**config.mk**
```make
export PLATFORM = sky130hd
export DESIGN_NAME = kvi_queue
export DESIGN_NICKNAME = d
export VERILOG_FILES = /design/src/rtl/keyframe_vector_interpolator_top_assert.svh /design/src/rtl/kvi_pkg.sv /design/src/rtl/kvi_queue.sv
export SDC_FILE = /design/constraint.sdc
export NUM_CORES = 1
export LEC_CHECK = 0
export BUFFER_PORTS_ARGS = -buffer_cell sky130_fd_sc_hd__buf_2
export CELL_PAD_IN_SITES_DETAIL_PLACEMENT = 0
export CELL_PAD_IN_SITES_GLOBAL_PLACEMENT = 1
export CORE_MARGIN = 8
export CORE_UTILIZATION = 44
export CTS_CLUSTER_DIAMETER = 60
export DETAILED_ROUTE_END_ITERATION = 8
export PLACE_DENSITY_LB_ADDON = 0.1
export SYNTH_ARGS = -nofsm -noshare
export SYNTH_HDL_FRONTEND = slang
export SYNTH_SLANG_ARGS = --single-unit
export TNS_END_PERCENT = 10
```
**constraint.sdc**
```tcl
create_clock -name aclk -period 10.3 [get_ports aclk]
set_input_delay 1.03 -clock aclk [delete_from_list [all_inputs] [get_ports aclk]]
set_output_delay 1.03 -clock aclk [all_outputs]
set_load 0.02 [all_outputs]
```
**src/rtl/keyframe_vector_interpolator_top_assert.svh**
```systemverilog
// Assertion macros for the keyframe vector interpolator.
// Included by kvi_back, which checks its own control logic.
`ifndef KEYFRAME_VECTOR_INTERPOLATOR_TOP_ASSERT_SVH
`define KEYFRAME_VECTOR_INTERPOLATOR_TOP_ASSERT_SVH
`ifndef ASSERT_OFF
`define KVI_ASSERT_IMP(lbl, clk, rstn, a, c) \
    lbl: assert property (@(posedge clk) disable iff (!rstn) (a) |-> (c)) \
        else $error("assertion failed");
`define KVI_ASSERT_NXT(lbl, clk, rstn, a, c) \
    lbl: assert property (@(posedge clk) disable iff (!rstn) (a) |=> (c)) \
        else $error("assertion failed");
`else
`define KVI_ASSERT_IMP(lbl, clk, rstn, a, c)
`define KVI_ASSERT_NXT(lbl, clk, rstn, a, c)
`endif
`endif

```
**src/rtl/kvi_pkg.sv**
```systemverilog
// Shared types and constants of the keyframe vector interpolator.
// No dependencies.
package kvi_pkg;
    localparam int MAX_KEYS = 64;
    localparam int SLOT_W   = 6;
    localparam int TIME_W   = 24;
    localparam int VAL_W    = 32;
    localparam int CNT_W    = 7;
    localparam int FRAC_W   = 16;
    localparam int QUO_W    = TIME_W + FRAC_W;

    typedef struct packed {
        logic                    operation;
        logic [SLOT_W-1:0]       key_slot;
        logic [TIME_W-1:0]       key_time;
        logic signed [VAL_W-1:0] value_x;
        logic signed [VAL_W-1:0] value_y;
        logic signed [VAL_W-1:0] value_z;
        logic [TIME_W-1:0]       query_tick;
    } in_word_t;

    typedef struct packed {
        logic signed [VAL_W-1:0] out_x;
        logic signed [VAL_W-1:0] out_y;
        logic signed [VAL_W-1:0] out_z;
        logic                    saturated;
    } out_word_t;

    typedef struct packed {
        logic                       is_query;
        logic [SLOT_W-1:0]          slot;
        logic [TIME_W-1:0]          key_time;
        logic [2:0][VAL_W-1:0]      vec;
        logic [TIME_W-1:0]          tick;
    } cmd_t;

    typedef struct packed {
        logic full;
        logic empty;
    } q_stat_t;
endpackage

```
**src/rtl/kvi_queue.sv**
```systemverilog
// Two-entry command queue between the front and back stages.
// Depends on kvi_pkg.
module kvi_queue (
    input  logic             aclk,
    input  logic             aresetn,
    input  logic             push,
    input  kvi_pkg::cmd_t    push_cmd,
    input  logic             pop,
    output kvi_pkg::cmd_t    head_cmd,
    output kvi_pkg::q_stat_t stat
);
    kvi_pkg::cmd_t mem_reg [2];
    logic       wr_ptr_reg, wr_ptr_next;
    logic       rd_ptr_reg, rd_ptr_next;
    logic [1:0] count_reg, count_next;

    assign stat.full  = (count_reg == 2'd2);
    assign stat.empty = (count_reg == 2'd0);
    assign head_cmd   = mem_reg[rd_ptr_reg];

    always_comb begin
        wr_ptr_next = push ? !wr_ptr_reg : wr_ptr_reg;
        rd_ptr_next = pop ? !rd_ptr_reg : rd_ptr_reg;
        count_next  = count_reg + 2'(push) - 2'(pop);
    end

    always_ff @(posedge aclk) begin
        if (!aresetn) begin
            wr_ptr_reg <= 1'b0;
            rd_ptr_reg <= 1'b0;
            count_reg  <= 2'd0;
        end else begin
            wr_ptr_reg <= wr_ptr_next;
            rd_ptr_reg <= rd_ptr_next;
            count_reg  <= count_next;
        end
    end

    always_ff @(posedge aclk) begin
        if (push) begin
            mem_reg[wr_ptr_reg] <= push_cmd;
        end
    end
endmodule

```
==> flow_summary.yaml <==
status:
  outcome: "completed"
yosys:
  ys_warn_count: 0
  syn_area_sq_um: 11490
  syn-num-nets: 648
  ys_types: 14
  ys_ff_latch: 307
  ys_seq_area_frac: 0.7983
  syn-instance-count: 491
  synth.avg_cell_area_sq_um: 23.39
critical_path:
  cp.required_ns: 9.27
  path_class: "flip-flop to primary output"
  r2r_cells: 2
  worst-endpoint-arrival_ns: 3.64
  worstSetupEndpointType: "primary output"
  cp_max_fo: 54
  r2r_slack_ns: 7.63
  cp-start-kind: "flip-flop"
  r2r-end: "mem_reg[1][22]"
  r2r_start: "wr_ptr_reg"
clock_network:
  post_cts_buffers: 0
  cts_root_buf: "clkbuf_16"
  cts_hold_buf: 0
  clk_pin_slew_ns: 0.06
  htree_num_levels: 1
  tritoncts: "yes"
  cts-buffers-inserted: 30
  clk_latency_ns: 0.54
  clock_sinks: 307
  clk_path_buf_depth: 3
  cts_resized: 0
placement:
  gp_congestion: 0.7380
  dpl_cell_area_sq_um: 13340
  portBuffers: 307
  dp_hpwl_mm: 16.90
pwr:
  leakage_nw: 5.584
  p_per_area_nw_per_um2: 204.2
  power.total_w: 0.002935
  max-vdd-ir-drop_v: 0.0001456
grt:
  antenna_found_initial: 8
  grt_pass1_wl_mm: 34.95
  grt_pass1_vias: 6124
  grt_overflow: 0
  grt_max_degree: 80
  grt.total_usage: 0.1445
finish:
  largest_reg_flops: 302
  layout-drive-gt1-share: 0.6116
  syn_to_final_growth_pct: 25.16
  nets: 975
  stdcell_area_sq_um: 14380
  final_util: 0.5564
sta:
  setup_tns_ns: 0
  fmax_mhz: 214.1
  worstMarginPinSlew_ns: 1.064
  drv_slew: 0
  hold_viol_final: 0
  maxSlewHeadroom: 0.2907
  fin_crit_sh: 0.4535
  finalCriticalPeriod_ns: 4.671
  skew_ns: 0.007257
  rsz0062_at_grt: "false"
  setup_violations: 0
detailed_routing:
  viasPerCell: 4.798
  routedWlPerCell_um: 20.32
  drc_errors: 0
  totalWireLength_mm: 23.93
  drtIter0Drc: 258
  antenna_left: 0
  vias: 5652
  drtPass1Iterations: 4
floorplanning:
  die_h_um: 177.6
  die-area_sq_um: 31530
  initial_utilization: 0.4446
  io_pins: 308
  rows: 59
  die_width_um: 177.6
  core_sq_um: 25840
min_path:
  hp-class: "flip-flop to flip-flop"
  worstHoldStart: "rd_ptr_reg"
  whs_path_depth: 2
flow_run:
  cap_violations: 0
cell usage after synthesis:
library cell / count / area share
and2_1: 4 / 0.0022
buf_2: 6 / 0.0026
buf_6: 11 / 0.011
dfxtp_1: 5 / 0.0087
edfxtp_1: 302 / 0.79
ha_1: 2 / 0.0022
inv_1: 2 / 0.00065
mux2_2: 61 / 0.060
mux2_4: 90 / 0.12
nor2_1: 1 / 0.00033
nor2b_1: 4 / 0.0022
o21a_1: 1 / 0.00065
xnor3_1: 1 / 0.0020
xor2_1: 1 / 0.00076
area by class of cell:
type	count	area, sq um
antenna	1	2.502
clock buffer	33	783.3
clock inverter	23	251.5
fill	2083	11460
inverter	2	7.507
multi-input combinational	165	2166
sequential	307	9173
tap	335	419.2
timing repair buffer	312	1574
where the power goes:
part | internal, W | leakage, nW | switching [W]
clock network | 0.000673 | 0.499 | 0.000441
registers | 0.00145 | 2.88 | 0.0000267
logic | 0.000154 | 2.21 | 0.000193
total | 0.00227 | 5.58 | 0.000661
routing by layer:
metal | vias to the layer above | wire length [um] | GRT usage
li1 | 2611 | - | -
met1 | 2747 | 9032 | 0.1646
met2 | 224 | 11790 | 0.2495
met3 | 56 | 2509 | 0.05596
met4 | 14 | 511 | 0.04064
met5 | - | 88 | 0
how the worst max path moves through the flow:
| stage | from | to | slack, ns | cells after the start |
|---|---|---|---|---|
| 2_1_floorplan | push | mem_reg[0][0] | 2.03 | 1 |
| 3_3_place_gp | flip-flop | head_cmd[150] | 6.21 | 4 |
| 3_5_place_dp | flip-flop | head_cmd[150] | 6.13 | 4 |
| 4_1_cts | flip-flop | head_cmd[150] | 5.55 | 4 |
| 5_1_grt | flip-flop | head_cmd[150] | 5.40 | 4 |
| 6_report | flip-flop | head_cmd[150] | 5.63 | 4 |
per-stage QoR:
| stage | hold WS (ns) | cells | setup WS (ns) |
|---|---|---|---|
| 2_1_floorplan | 0.5546 | 491 | 2.027 |
| 3_3_place_gp | 0.5620 | 1121 | 6.213 |
| 3_5_place_dp | 0.5672 | 1121 | 6.131 |
| 4_1_cts | 0.5891 | 1177 | 5.548 |
| 5_1_grt | 0.6313 | 1178 | 5.402 |
| 6_report | 0.5705 | 1178 | 5.629 |
logic make-up after synthesis:
kind of cell,synth area share
xor+xnor,0.002723
mux,0.1775
flops,0.7983
buf+inv,0.01405
compound gates,0.0006538
fa+ha+maj,0.002178
simple gates,0.004683
worst max-delay path, stage by stage, from the launching register on:
cell,delay (ns)
dfxtp_4,0.90
buf_4,0.80
buf_4,0.74
mux2_2,0.41
buf_2,0.16
layout by cell type, fill, tap and decap left out:
cell and n:
buf_2 307, edfxtp_1 302, mux2_4 90, mux2_2 61, clkbuf_16 31, clkinv_2 7, clkinv_1 5, bufinv_16 5
buf_4 5, clkinvlp_4 4, dfxtp_1 4, and2_1 3, nor2b_1 3, inv_1 2, ha_1 2, clkbuf_1 2
clkinv_4 2, diode_2 1, nor2b_4 1, nor2_1 1, xor2_1 1, and2_4 1, o21a_1 1, xnor3_1 1
dfxtp_4 1
Note: power is estimated with default switching activity, not from simulation.
