## src/rtl/keyframe_vector_interpolator_top_assert.svh

```systemverilog
// Assertion macros for the keyframe vector interpolator.
// Included by kvi_back, which checks its own control logic.
`ifndef KEYFRAME_VECTOR_INTERPOLATOR_TOP_ASSERT_SVH
`define KEYFRAME_VECTOR_INTERPOLATOR_TOP_ASSERT_SVH
`ifndef ASSERT_OFF
`define KVI_ASSERT_IMP(lbl, clk, rstn, a, c) \
    lbl: assert property (@(posedge clk) disable iff (!rstn) (a) |-> (c)) \
        else $error("assertion failed");
`define KVI_ASSERT_NXT(lbl, clk, rstn, a, c) \
    lbl: assert property (@(posedge clk) disable iff (!rstn) (a) |=> (c)) \
        else $error("assertion failed");
`else
`define KVI_ASSERT_IMP(lbl, clk, rstn, a, c)
`define KVI_ASSERT_NXT(lbl, clk, rstn, a, c)
`endif
`endif

```

## src/rtl/kvi_pkg.sv

```systemverilog
// Shared types and constants of the keyframe vector interpolator.
// No dependencies.
package kvi_pkg;
    localparam int MAX_KEYS = 64;
    localparam int SLOT_W   = 6;
    localparam int TIME_W   = 24;
    localparam int VAL_W    = 32;
    localparam int CNT_W    = 7;
    localparam int FRAC_W   = 16;
    localparam int QUO_W    = TIME_W + FRAC_W;

    typedef struct packed {
        logic                    operation;
        logic [SLOT_W-1:0]       key_slot;
        logic [TIME_W-1:0]       key_time;
        logic signed [VAL_W-1:0] value_x;
        logic signed [VAL_W-1:0] value_y;
        logic signed [VAL_W-1:0] value_z;
        logic [TIME_W-1:0]       query_tick;
    } in_word_t;

    typedef struct packed {
        logic signed [VAL_W-1:0] out_x;
        logic signed [VAL_W-1:0] out_y;
        logic signed [VAL_W-1:0] out_z;
        logic                    saturated;
    } out_word_t;

    typedef struct packed {
        logic                       is_query;
        logic [SLOT_W-1:0]          slot;
        logic [TIME_W-1:0]          key_time;
        logic [2:0][VAL_W-1:0]      vec;
        logic [TIME_W-1:0]          tick;
    } cmd_t;

    typedef struct packed {
        logic full;
        logic empty;
    } q_stat_t;
endpackage

```

## src/rtl/kvi_front.sv

```systemverilog
// Input stage: accepts words and turns them into commands for the queue.
// Depends on kvi_pkg.
module kvi_front (
    input  logic             aclk,
    input  logic             aresetn,
    input  logic             s_valid,
    output logic             s_ready,
    input  kvi_pkg::in_word_t s_data,
    input  kvi_pkg::q_stat_t q_stat,
    output logic             q_push,
    output kvi_pkg::cmd_t    q_cmd
);
    logic          hold_valid_reg, hold_valid_next;
    kvi_pkg::cmd_t hold_cmd_reg;
    logic          s_acc;

    assign q_push  = hold_valid_reg && !q_stat.full;
    assign s_ready = !hold_valid_reg || !q_stat.full;
    assign s_acc   = s_valid && s_ready;
    assign q_cmd   = hold_cmd_reg;
    assign hold_valid_next = s_acc || (hold_valid_reg && !q_push);

    always_ff @(posedge aclk) begin
        if (!aresetn) begin
            hold_valid_reg <= 1'b0;
        end else begin
            hold_valid_reg <= hold_valid_next;
        end
    end

    always_ff @(posedge aclk) begin
        if (s_acc) begin
            hold_cmd_reg.is_query <= s_data.operation;
            hold_cmd_reg.slot     <= s_data.key_slot;
            hold_cmd_reg.key_time <= s_data.key_time;
            hold_cmd_reg.vec      <= {s_data.value_z, s_data.value_y, s_data.value_x};
            hold_cmd_reg.tick     <= s_data.query_tick;
        end
    end
endmodule

```

## config.mk

```make
export PLATFORM = sky130hd
export DESIGN_NAME = kvi_front
export DESIGN_NICKNAME = d
export VERILOG_FILES = /design/src/rtl/keyframe_vector_interpolator_top_assert.svh /design/src/rtl/kvi_pkg.sv /design/src/rtl/kvi_front.sv
export SDC_FILE = /design/constraint.sdc
export NUM_CORES = 1
export LEC_CHECK = 0
export BUFFER_PORTS_ARGS = -buffer_cell sky130_fd_sc_hd__buf_2
export CAP_MARGIN = 5
export CORE_MARGIN = 10
export CORE_UTILIZATION = 44
export CTS_CLUSTER_SIZE = 24
export DETAILED_ROUTE_END_ITERATION = 10
export PLACE_DENSITY = 0.84
export SLEW_MARGIN = 20
export SYNTH_ARGS = -nofsm -noshare
export SYNTH_HDL_FRONTEND = slang
export SYNTH_SLANG_ARGS = --single-unit
```

## constraint.sdc

```tcl
create_clock -name aclk -period 8.4 [get_ports aclk]
set_clock_uncertainty 0.2 [all_clocks]
set_input_delay 0.84 -clock aclk [delete_from_list [all_inputs] [get_ports aclk]]
set_output_delay 0.84 -clock aclk [all_outputs]
set_load 0.005 [all_outputs]
```

==> results of run 1 <==
logic make-up after synthesis:
family / count (synthesis) / share of synthesized area (%)
DFF: 152 / 99.35
and+or+nand+nor: 4 / 0.5460
AOI/OAI and AO/OA: 1 / 0.1091
layout make-up:
class / count / share of cell area [%]
diodes: 1 / 0.03640
clock buffers: 18 / 6.078
clock inverters: 13 / 2.238
multi-input cells: 5 / 0.4732
flip-flops and latches: 152 / 66.24
well taps: 136 / 2.475
repair buffers: 308 / 22.46
power by group through the flow:
stage                     Clock (mW)  Combinational (mW)  Sequential (mW)
after floorplan                    0              0.0138            0.927
after global placement             0               0.106            0.913
after detailed placement           0               0.109            0.915
after CTS                      0.742               0.110            0.900
after global routing           0.776               0.117            0.903
final                          0.727               0.106            0.899
routing by layer:
metal	vias up	share of wire, %	track usage [%]
li1	1293	-	-
met1	1334	32	16.14
met2	188	52	28.20
met3	23	13	8.464
met4	0	2.6	8.100
met5	-	0	0
cells in the mapped netlist, drive strengths merged:
master | n | share of area, %
nand2 | 1 | 0.082
and2b | 1 | 0.19
dfxtp | 1 | 0.44
a21oi | 1 | 0.11
edfxtp | 151 | 99
and2 | 1 | 0.14
nor2b | 1 | 0.14
layout by cell type (no fill, tap or decap), drive strengths merged, types with 3 or more instances in the layout:
cell type | synthesis | final
buf | 0 | 308
edfxtp | 151 | 151
clkinv | 0 | 6
bufinv | 0 | 3
clkbuf | 0 | 18
clkinvlp | 0 | 3
path summary, 6_finish.rpt:
| path | start | to | slack [ns] |
|---|---|---|---|
| min | s_data[29] | q_cmd[93]$_DFFE_PP_ | 0.30 |
| max | q_stat[1] | q_cmd[142]$_DFFE_PP_ | 5.67 |
| min reg2reg | hold_valid_reg$_SDFF_PN0_ | hold_valid_reg$_SDFF_PN0_ | 0.35 |
| max reg2reg | hold_valid_reg$_SDFF_PN0_ | q_cmd[142]$_DFFE_PP_ | 5.78 |
==> results.md, run 1 <==
Power and ir drop:
- IR analysis of the VDD net gives a maximum drop of 0.1473 mV.
- The completed layout was analyzed and its total power is 1.732 mW.
- The power dissipated by switching net loads is 0.3431 mW.
- The share of total power dissipated in combinational logic is 6.1%.
- The part of the total power dissipated in sequential elements is 51.9%.
- Internal power comes to 1.389 mW.
- In this run the power density over the cells is 251.9 mW/mm^2.
- Summed over all cells, the static leakage comes to 2.971 nW.
- The clock network fraction of total power is 42.0%.
- Net switching is 19.81% of the power.

Timing:
- Setup repair after global routing left no endpoint under its margin.
- The worst hold slack is 0.2995 ns.
- For this run, the top clock speed supported by timing is 366.5 MHz.
- Of the available clock period, the critical path in the final layout requires 32.48%.
- The total of endpoints with negative setup slack in the final report is 0.
- For the pin with the worst max-slew slack, the measured transition is ~0.93 ns.
- The hold violation total from the final report is 0.
- The total count of max-transition violations in the final report is 0.
- The worst pin sits at a relative slew slack of 38.08%.
- The post-route worst setup slack is approximately 5.7 ns.
- The final total negative setup slack is 0 ns.
- The smallest clock period supported by the final layout is computed as 2.728 ns.

Finish:
- Cells with a size suffix above 1 make up 68.35% of the layout.
- Leaving out filler cells and counting taps, the final layout contains around 630.
- The register with the most flip-flops in the layout has 151 of them.
- The count of nets after finishing is 640.
- After filler insertion, the fill cell instance count of the layout stands at 699.
- Summing all non-filler instances in the final layout gives an area of slightly below 0.007 mm^2.
- The area occupied by registers is 0.004554 mm^2.
- Summing all multi-input logic gate instances after layout gives 32.53 um^2.
- The utilization after layout is ~67%.
- Compared with the post-synthesis result, the final layout area differs by 49.97%.

Worst setup path:
- The data arrival time of the critical path is 2.66 ns.
- The critical path goes through buf_2 -> nand2_1 -> and2_4 -> buf_4.
- Measured in cells, the most critical reg-to-reg path has a length of 3.
- The number of stages on the worst setup path is 4.
- The buffer and inverter count on the worst path is 2.
- Of all nets on the critical path, the largest fanout is 79.
- The critical path is of the in2reg type.
- Data on the critical path is required at its endpoint by roughly 8.3 ns.
- Among cell families on the critical path, the largest total delay comes from buffers and inverters.
- The largest incremental delay on the critical path is between 0.8 and 0.9 ns.
- Among all stages on the critical path, the largest delay is contributed by buf_4.
- The startpoint class of the critical path is an input pin.
- STA classifies the critical path endpoint as a flip-flop.

Routing:
- The average routed wire per standard cell is a little over 20 um.
- The number of remaining DRC errors is 0.
- After the first detailed-routing iteration, the DRC count stood at 138.
- The total length of routed wires is 13020 um.
- The number of vias per cell is ~4.5.
- The routed layout has 2838 vias.
- For this run, the detailed router's first-pass iteration total came to 4.
- Once detail routing completed, the nets flagged for antenna violations numbered 0.

CTS:
- The clock sink total is 152.
- In this run the deepest clock path goes through 2 buffers.
- The worst-skew pair later-pin latency is ~0.51 ns.
- The total CTS buffers is 17.
- Post-CTS timing repair inserted 0 buffers for setup.
- The post-cts sizing count is 0.
- After clock tree synthesis, the clock-pin slew on the worst setup and hold paths is around 0.06 ns.
- In this run, post-CTS hold repair placed 0 buffers.
- The cell sitting at the root of the clock tree is a clkbuf_8.
- The maximum level of the CTS H-tree is 4.
- The CTS tree is yes.

Logic synthesis:
- Summing the sequential cell areas from Yosys gives 99.34% of the chip area.
- The cell count after synthesis came out at 157.
- The distinct cell type count after synthesis is 7.
- Counting every net in the synthesized netlist gives 313.
- The total of flip-flops plus latches after synthesis is 152.
- The synthesized area is 0.004584 mm^2.
- The post-synthesis area per instance is 29.20 um^2.
- The number of synthesis warnings is 0.

GRT:
- The residual overflow from global routing is 0.
- The wire length of the first global-routing pass is 17960 um.
- The maximum number of pins on one net before global-route repair is 80.
- The initial antenna violation count is 1.
- For this run, the total global-route usage over all layers was measured as 16.48%.
- The via count of the first global-routing pass is 3031.

Status:
- The flow ran to the end, and the final reports show no timing, DRC or antenna violations.

Hold path:
- The min-delay analysis places its worst path in the category in2reg.
- The number of cells on the worst hold path is 1.

Placed design:
- Routability-driven placement finished with a final weighted congestion of between 0.8 and 0.9.
- The worst setup timing slack at the placement stage is between 5 and 6 ns.
- The instance count after placement with tap cells included is ~600.
- The final HPWL from detailed placement is 10410 um.
- The placed instance area is ~0.0063 mm^2.
- During placement, the flow inserted port buffers numbering ~300.

Die:
- The initial core utilization is 44.81%.
- 309 I/O pins were placed.
- The vertical die dimension is 122.1 um.
- The die covers 0.01490 mm^2.
- After floorplanning, the core was divided into 37 placement rows.
- The core region is slightly above 0.01 mm^2.
- The floorplan step set the die width to 122.1 um.

Flow run:
- Max-cap violations in this run came to 0.
No activity file was read; power rests on OpenSTA's default activity.
==> run 2: changes to the inputs <==
Settings changed: ABC_AREA set to 1, CORE_UTILIZATION 44 to 37, PLACE_DENSITY 0.84 to 0.75.
Clock period 8.4 ns to 2.4 ns, I/O delays scaled along.
==> results.md, run 2 <==
CTS:
- The root buffer cell is clkbuf_16.
- The post-cts hold buffer count is 134 (+134).
- The post-CTS setup-driven buffer insertion count is 0 (unchanged).
- The maximum level of the CTS H-tree is 4 (unchanged).
- The number of buffers on the longest clock path was 2 (unchanged).
- The total CTS buffers is 17 (unchanged).
- The clock sink total is 152 (unchanged).
- The post-cts sizing count is 0 (unchanged).

Logic synthesis:
- The number of synthesis warnings is 0 (unchanged).
- By area the synthesized netlist is led by edfxtp_1 99%, dfxtp_1 0.44%, inv_1 0.25%, a21oi_2 0.19%, nand2_2 0.14%.
- The post-synthesis area per instance is 28.86 um^2 (-1.2%).
- The portion of synthesized cell area occupied by the leading cell type came to 98.80% (-0.11 points).
- The most numerous cell in the Yosys netlist is edfxtp_1.
- The total of flip-flops plus latches after synthesis is 152 (unchanged).
- The synthesized netlist cell count is 159 (+1.3%).
- The distinct cell type count after synthesis is 7 (unchanged).
- After synthesis, the most frequently instantiated cells are 151 x edfxtp_1, 3 x inv_1.
- The cell taking the most area after synthesis is edfxtp_1.
- The synthesized netlist net count came to 315 (+0.64%).
- The most used flip-flop cell after synthesis is edfxtp_1.
- The share of synthesized registers carrying an async set or reset is 0% (unchanged).
- The synthesized area is 0.004589 mm^2 (+0.11%).
- The number of synthesized flops with an enable pin is 151 (unchanged).
- The share of the yosys chip area belonging to registers is 99.24% (-0.11 points).

Placed design:
- The last weighted congestion value of the routability-driven placer was 0.7627 (-9.1%).
- The final HPWL from detailed placement came to 10630 um (+2.1%).
- The worst setup timing slack at the placement stage came to 0.6932 ns (-4.416 ns).
- The quantity of I/O buffers inserted on ports is 307 (unchanged).
- The instance count after placement with tap cells included is 637 (+6.0%).

Status:
- It got as far as clock tree synthesis (4_1_cts) and failed there.
- The run stopped with a tool error.
- The first error in the log reads "[ERROR RSZ-0060] Max buffer count reached".

Die:
- The horizontal die dimension is 131.4 um (+7.6%).
- The floorplan row count is 40 (+8.1%).
- The top-level I/O count is 309 (unchanged).
- The initial core utilization is 38.05% (-6.8 points).
- The vertical die dimension was 131.4 um (+7.6%).
run 2: kinds of logic after synthesis:
group,count (synthesis),synth area share [%]
flops,152,99.24
compound gates,2,0.2998
buf+inv,3,0.2453
simple gates,2,0.2181
run 2: through the flow:
stage | instance area (um^2) | hold slack [ns] | util [%]
after detailed placement | 6409 | 0.2182 | 53.13
after global placement | 6409 | 0.2166 | 53.13
after floorplan | 4602 | 0.1389 | -
==> run 3: changes to the inputs <==
Settings changed: CORE_UTILIZATION 37 to 35, CTS_CLUSTER_SIZE 24 to unset, PLACE_DENSITY 0.75 to unset, PLACE_DENSITY_LB_ADDON set to 0.15.
Clock period 2.4 ns to 3.1 ns, I/O delays scaled along.
==> results.md, run 3 <==
Status:
- The flow did not finish.
- The last stage the flow got to is clock tree synthesis (4_1_cts).
- The first error in the log reads "[ERROR RSZ-0060] Max buffer count reached".

Logic synthesis:
- The most used flip-flop cell after synthesis is edfxtp_1.
- Summed over all instances, the cell type with the most area after synthesis is edfxtp_1.
- The portion of synthesized cell area occupied by the leading cell type is 98.80% (unchanged).
- In the synthesized netlist, the cells that appear most often are 151 x edfxtp_1, 3 x inv_1.
- The number of synthesis warnings was 0 (unchanged).
- By area the synthesized netlist is led by edfxtp_1 99%, dfxtp_1 0.44%, inv_1 0.25%, a21oi_2 0.19%, nand2_2 0.14%.
- The synthesized area came to 0.004589 mm^2 (unchanged).
- The share of the yosys chip area belonging to registers is 99.24% (unchanged).
- The post-synthesis area per instance is 28.86 um^2 (unchanged).
- The distinct cell type count after synthesis was 7 (unchanged).
- The synthesized netlist cell count is 159 (unchanged).
- The synthesized netlist net count is 315 (unchanged).
- The most numerous cell in the Yosys netlist is edfxtp_1.
- The share of synthesized registers carrying an async set or reset is 0% (unchanged).
- The number of synthesized flops with an enable pin is 151 (unchanged).
- The total of flip-flops plus latches after synthesis is 152 (unchanged).

CTS:
- The total CTS buffers is 17 (unchanged).
- The post-CTS setup-driven buffer insertion count came to 0 (unchanged).
- The clock sink total was 152 (unchanged).
- The maximum level of the CTS H-tree was 4 (unchanged).
- The post-cts sizing count is 0 (unchanged).
- The tree is rooted in a clkbuf_16.
- The post-cts hold buffer count is 135 (+0.75%).
- The number of buffers on the longest clock path is 2 (unchanged).

Placed design:
- The final HPWL from detailed placement is 10740 um (+1.0%).
- The quantity of I/O buffers inserted on ports came to 307 (unchanged).
- The last weighted congestion value of the routability-driven placer is 0.8026 (+5.2%).
- The placed instance area is 0.006392 mm^2 (-0.25%).

Die:
- The floorplan row count is 41 (+2.5%).
- The vertical die dimension is 134.5 um (+2.4%).
- The horizontal die dimension came to 134.5 um (+2.4%).
- The initial core utilization is 36.07% (-2.0 points).
- The top-level I/O count is 309 (unchanged).
[run 3: cell counts after synthesis]
No cell type changed its count.
[run 3: cells by family after synthesis]
group	after synthesis	synth area share, %
flip-flops	152	99.24
buffers and inverters	3	0.2453
AND/OR/NAND/NOR	2	0.2181
AO/OA/AOI/OAI	2	0.2998
[run 3: metrics by stage]
stage | setup slack [ns] | util (%) | std cells
floorplan | -0.4027 | - | 159
global placement | 1.491 | 50.25 | 640
detailed placement | 1.476 | 50.25 | 640
